**src/rtl/core/ils_pkg.sv**
```systemverilog
package ils_pkg;

    // List depth; the index, count and compare widths below follow from it
    localparam int CAPACITY = 64;

    localparam int KIND_W   = 3;
    localparam int POS_W    = 7;
    localparam int VAL_W    = 32;
    localparam int STATUS_W = 2;
    localparam int ECNT_W   = 7;

    localparam int IDX_W = $clog2(CAPACITY);
    localparam int CNT_W = $clog2(CAPACITY + 1);
    // common width for position, index and count compares
    localparam int CMP_W = (CNT_W > POS_W) ? CNT_W : POS_W;

    typedef logic signed [VAL_W-1:0] value_t;

    typedef enum logic [KIND_W-1:0] {
        KIND_INSERT = 3'd0,
        KIND_REMOVE = 3'd1,
        KIND_SET    = 3'd2,
        KIND_READ   = 3'd3,
        KIND_CLEAR  = 3'd4
    } kind_t;

    typedef enum logic [STATUS_W-1:0] {
        STATUS_OK    = 2'd0,
        STATUS_EMPTY = 2'd1,
        STATUS_RANGE = 2'd2,
        STATUS_FULL  = 2'd3
    } status_t;

    typedef struct packed {
        logic [KIND_W-1:0] kind;
        logic [POS_W-1:0]  position;
        value_t            item_value;
    } in_item_t;

    typedef struct packed {
        value_t              read_value;
        logic [STATUS_W-1:0] status;
        logic [ECNT_W-1:0]   entry_count;
    } out_item_t;

    // Per-cycle operation broadcast to every cell
    typedef enum logic [2:0] {
        CELL_HOLD,
        CELL_INSERT,
        CELL_REMOVE,
        CELL_SET,
        CELL_SCAN
    } cell_op_t;

    typedef struct packed {
        cell_op_t         op;
        logic [CMP_W-1:0] pos;
        value_t           value;
    } cell_cmd_t;

    function automatic logic [ECNT_W-1:0] count_field(input logic [CNT_W-1:0] cnt);
        logic [CMP_W-1:0] wide;
        wide = CMP_W'(cnt);
        return wide[ECNT_W-1:0];
    endfunction

endpackage

```
**src/rtl/core/ils_cell.sv**
```systemverilog
module ils_cell
    import ils_pkg::*;
(
    input  logic             clk,
    input  cell_cmd_t        cmd,
    input  logic [IDX_W-1:0] idx,
    input  value_t           left_entry,
    input  value_t           right_entry,
    input  value_t           bus_in,
    output value_t           entry,
    output value_t           bus_out
);

    value_t entry_reg;
    value_t entry_next;
    value_t bus_reg;
    value_t bus_next;

    logic [CMP_W-1:0] idx_ext;
    logic             at_pos;
    logic             past_pos;

    assign idx_ext  = CMP_W'(idx);
    assign at_pos   = (idx_ext == cmd.pos);
    assign past_pos = (idx_ext > cmd.pos);

    always_comb
    begin
        entry_next = entry_reg;
        bus_next   = bus_reg;
        unique case (cmd.op)
            CELL_HOLD:
            begin
            end
            CELL_INSERT:
            begin
                if (past_pos)
                begin
                    entry_next = left_entry;
                end
                else if (at_pos)
                begin
                    entry_next = cmd.value;
                end
            end
            CELL_REMOVE:
            begin
                if (past_pos || at_pos)
                begin
                    entry_next = right_entry;
                end
            end
            CELL_SET:
            begin
                if (at_pos)
                begin
                    entry_next = cmd.value;
                end
            end
            CELL_SCAN:
            begin
                // selected cell drops its entry on the bus, others pass it down
                bus_next = at_pos ? entry_reg : bus_in;
            end
            default:
            begin
            end
        endcase
    end

    always_ff @(posedge clk)
    begin
        entry_reg <= entry_next;
        bus_reg   <= bus_next;
    end

    assign entry   = entry_reg;
    assign bus_out = bus_reg;

endmodule

```
**config.mk**
```make
export PLATFORM = sky130hd
export DESIGN_NAME = ils_cell
export DESIGN_NICKNAME = d
export VERILOG_FILES = /design/src/rtl/core/ils_pkg.sv /design/src/rtl/core/ils_cell.sv
export SDC_FILE = /design/constraint.sdc
export NUM_CORES = 1
export LEC_CHECK = 0
export BUFFER_PORTS_ARGS = -buffer_cell sky130_fd_sc_hd__buf_2
export CORE_ASPECT_RATIO = 0.5
export CORE_MARGIN = 4
export CORE_UTILIZATION = 48
export CTS_CLUSTER_DIAMETER = 60
export DETAILED_ROUTE_END_ITERATION = 10
export HOLD_SLACK_MARGIN = 0.12
export PLACE_DENSITY = 0.91
export SYNTH_ARGS = -nofsm -noshare
export SYNTH_HDL_FRONTEND = slang
export SYNTH_SLANG_ARGS = --single-unit
```
**constraint.sdc**
```tcl
create_clock -name clk -period 6 [get_ports clk]
set_input_delay 0.6 -clock clk [delete_from_list [all_inputs] [get_ports clk]]
set_output_delay 0.6 -clock clk [all_outputs]
set_load 0.02 [all_outputs]
```
# After elaboration in Yosys (flattened, before gate mapping)
# Cells that the tools add are included.
# op_classes
n_reduce_logical,3
n_lt_le_gt_ge,1
eq_ne,6
muxes,5
# op_table
cell,n
2-to-1 mux 32 bit,4
case mux 32 bit (3 select lines),1
== test 6 x 7 -> 1 bit,1
greater-than comparator 6 x 7 -> 1 bit,1
== test 3 x 2 -> 1 bit (second input constant),2
== test 3 x 1 -> 1 bit (second input constant),1
== test 3 bit (second input constant),1
nonzero test 3 bit,1
!= test 2 bit (second input constant),1
AND reduction 2 bit,1
logical OR 1 bit,1
# totals
output_inout_bits,64
register_bits,64

# Longest topological paths before layout
# depth
depth_word,4
depth_mapped,7
ltp_nobuf,6

# Worst setup path after synthesis
# OpenSTA, ideal clock, no wires.
# synth_timing
kind,input to register
startpoint,input port cmd[34] (netlist name)
endpoint,"register entry_reg[0], in the netlist entry[0] (enable)"
t_arrival_ps,2981
slack_ps,2587
n_path_buf,0
stages,6
setup_ps,432
path_cell_list,inv_1 -> ha_1 -> nand3_1 -> a31oi_1 -> o21ai_0 -> a21oi_1
# synth_via
elab_chain_len,4
elab_cells_between_ends,5
cone_classes,1 x order compare; 2 x eq/ne; 2 x reduce/logical
# synth_rtl
item,line_no,rtl
start: declaration,ils_cell.sv:5,"input cell_cmd_t cmd,"
greater-than comparator 6 x 7 -> 1 bit or == test 6 x 7 -> 1 bit (tied branches),"ils_cell.sv:25, ils_cell.sv:24",
logical OR 1 bit (*),ils_cell.sv:48,if (past_pos || at_pos)
!= test 2 bit (no line) (*),-,
AND reduction 2 bit (no line) (*),-,
end signal: assignment,ils_cell.sv:73,entry_reg <= entry_next;
end: declaration,ils_cell.sv:14,value_t entry_reg;
# Mark *: on every way between the ends. The rest lies on a longest branch, timed or not.
# A chain may end at the register's enable or synchronous reset.

# Worst setup path in the final report
# layout_timing
startpoint,input port cmd[33] (netlist name)
endpoint,"register entry_reg[16], in the netlist entry[16] (data pin)"
# layout_via
elab_chain_len,4
elab_cells_between_ends,5
cone_classes,1 x order compare; 1 x eq/ne; 3 x mux
# layout_rtl
item,line_no,rtl
branches (longest 3 deep; another with greater-than comparator 6 x 7 -> 1 bit),-,
case mux 32 bit (3 select lines) (*),ils_cell.sv:31,unique case (cmd.op)
via entry_next[16],ils_cell.sv:15,value_t entry_next;
# Mark *: on every way through the listed nets, which the timed path passes.

==> impl_results.md <==
- Met1 Resource Use GR: ~23%
- Post-route insts no fill: 581
- WP data required: between 6 and 7 ns
- R2r endpoint: entry[16]
- Die Wd: roughly 130 µm
- Worst-Skew Late Latency: 0.32 ns
- Root buf cell: clkbuf_16
- Avg Cell Area, Syn: 13.6 µm²
- Maxcap violations: 0
- Crit path from: cmd[33]
- R2R depth: 2
- Initial Util: about half
- Die H: 69.9 µm
- Fin. max-slew vios: 0
- CTS tree: done
- Slew @ Worst Pin: 1.11 ns
- Vias/cell: a little over 5
- Final nets: ~630
- GRT Overall Usage: between 20% and 30%
- First-pass GRT wire length: roughly 15000 µm
- Share of cells above drive strength 1: 60.8%
- Worst R2R Setup Slack: between 4 and 5 ns
- Final period util: a little under half
- Fill count: slightly below 600
- Critical Path Sink: entry[16]
- Yosys warning count: 0
- Post-synthesis cell count: between 200 and 300
- Met2 Resource Use GR: 40.1%
- GRT overflow: 0
- Post-route ant nets: 0
- Gr busiest metal: met2
- Final WL: ~9900 µm
- Syn Nets: 422
- Gpl congestion: approximately 0.77
- Vias in the first global route: about 3200
- CP arrival: 2.80 ns
- CTS max path bufs: 2
- Residual DRC: 0
- Final core occ: a little under 70%
- Iter 0 DRT Violations: 100
- Ant. Diodes: 0
- H-tree depth: 3
- Total negative slack: 0 ns
- Max_slew headroom: around a quarter
- Fmax: about 0.36 GHz
- Leakage: roughly 2.2 nW
- CTS Sinks: between 60 and 70
- TritonCTS Buffers: 9
- Global routing usage on met3: under 10%
- Yosys reg bits: 64
- Worst vdd ir: around 0.15 mV
- R2r startpoint: entry[16]
- Status: complete, no violations
- Core ar.: roughly 0.0074 mm²
- Num ports: around 210
- Final clock skew: slightly above 0.004 ns
- Post-CTS sizing: 0
- # hold bufs at CTS: 0
- Largest net degree at the start of global routing: 47
- Placed Cells: about 570
- Drt pass-1 iters: 4
- CP Class: primary input to flip-flop
- Pwr dens: between 200 and 250 mW/mm²
- Mapped cell area: 0.00368 mm²
- Max FO, Critical Path: 32
- HPWL after DPL: 7540 µm
- Final hold vios: 0
- CP startpoint kind: primary input
- Post-CTS Repair Setup Buffers: 0
- Netlist cell types: 28
- CTS clk-pin slew, worst paths: ~0.050 ns
- Row cnt: 22
- Min Tclk post-route: approximately 2.8 ns
- Min-delay worst type: primary input to flip-flop
- Routed via count: approximately 3000
- Post-DR wirelength/cell: around 17 µm
- IO Port Bufs: between 200 and 250
- CP endpoint kind: flip-flop
- Sequential element share of the synthesized area: ~52%
- Die area: approximately 0.0092 mm²
- Initial antenna violation count: 0
- Setup violations, final: 0
- RSZ-0062 raised after global routing: no
- Area grow syn2layout: 37.4%
[layout by cell type (no fill, tap or decap), types with 2 or more instances in the layout]
cell type,count
nand2_1,32
clkinv_2,3
ha_1,6
edfxtp_1,64
clkinv_1,3
o221ai_1,2
a21oi_1,2
o21bai_1,2
mux2_2,32
o221ai_2,30
buf_2,208
inv_1,40
buf_4,5
clkbuf_16,9
mux2i_1,32
[layer usage]
layer	up-vias	part of all wire [%]
met5	-	0
met3	19	4.5
met1	1432	37
li1	1441	-
met2	95	56
met4	0	2.1
[cells in the mapped netlist (all sizes together)]
library cell  instances  share of area, %
o22a                  1              0.27
nand3                 1              0.14
a211oi                1              0.34
nor3b                 1              0.51
nor2                  2              0.65
inv                  40               4.1
nand3b                1              0.20
mux2                 32               9.8
a2bb2oi               1              0.24
ha                    6               2.0
nand4b                1              0.65
o21bai                2              0.41
nand2                32               3.3
buf                  11               2.3
mux2i                32               8.7
edfxtp               64                52
clkbuf                4              0.51
a31oi                 1              0.17
nor3                  1              0.14
a21oi                 3              0.41
o21ai                 2              0.27
o221ai               32                13
[layout make-up]
class	count	area (µm²)	area share, %
clock buffers	10	229	4.53
clock inverters	6	26.3	0.519
flip-flops and latches	64	1920	38.0
multi-input cells	152	1530	30.3
well taps	96	120	2.37
inverters	40	150	2.97
repair buffers	213	1080	21.3
[metrics by stage]
stage	hold slack, ns	setup WS (ns)	instance area (µm²)	power, W
detailed placement	0.590	2.88	4800	0.000772
global route	0.554	3.06	5060	0.00126
global placement	0.589	2.99	4800	0.000764
CTS	0.546	3.22	5060	0.00122
floorplan	0.738	2.59	3680	0.000685
finish	0.556	3.22	5060	0.00121
[report_power, final]
| part | switching (W) | internal [W] |
|---|---|---|
| registers | 0.0000147 | 0.000528 |
| logic | 0.000120 | 0.000100 |
| clock network | 0.000174 | 0.000272 |
[cell families (layout without fill, tap and decap cells)]
family	Yosys count	after routing	synth area share (%)
DFF	64	64	52.2
adders and majority gates	6	6	2.04
buffers and inverters	55	269	6.93
AOI/OAI and AO/OA	43	43	14.8
and+or+nand+nor	39	39	5.54
muxes	64	64	18.5
[worst max-delay path, stage by stage]
cell and delay (ns):
buf_2 0.08, inv_1 0.04, ha_1 0.30, nand3_1 0.25, a2bb2oi_1 0.34, o22a_2 0.92, o221ai_1 0.26
[how the worst min path moves through the flow]
stage,start,to,slack [ns],depth (start not counted)
2_1_floorplan,entry[0],bus_out[0],0.74,1
3_3_place_gp,entry[15],bus_out[15],0.59,1
3_5_place_dp,entry[19],bus_out[19],0.59,1
4_1_cts,right_entry[11],entry[11],0.55,3
5_1_grt,right_entry[11],entry[11],0.55,3
6_report,right_entry[31],entry[31],0.56,3
Power figures use the tool's default switching activity.
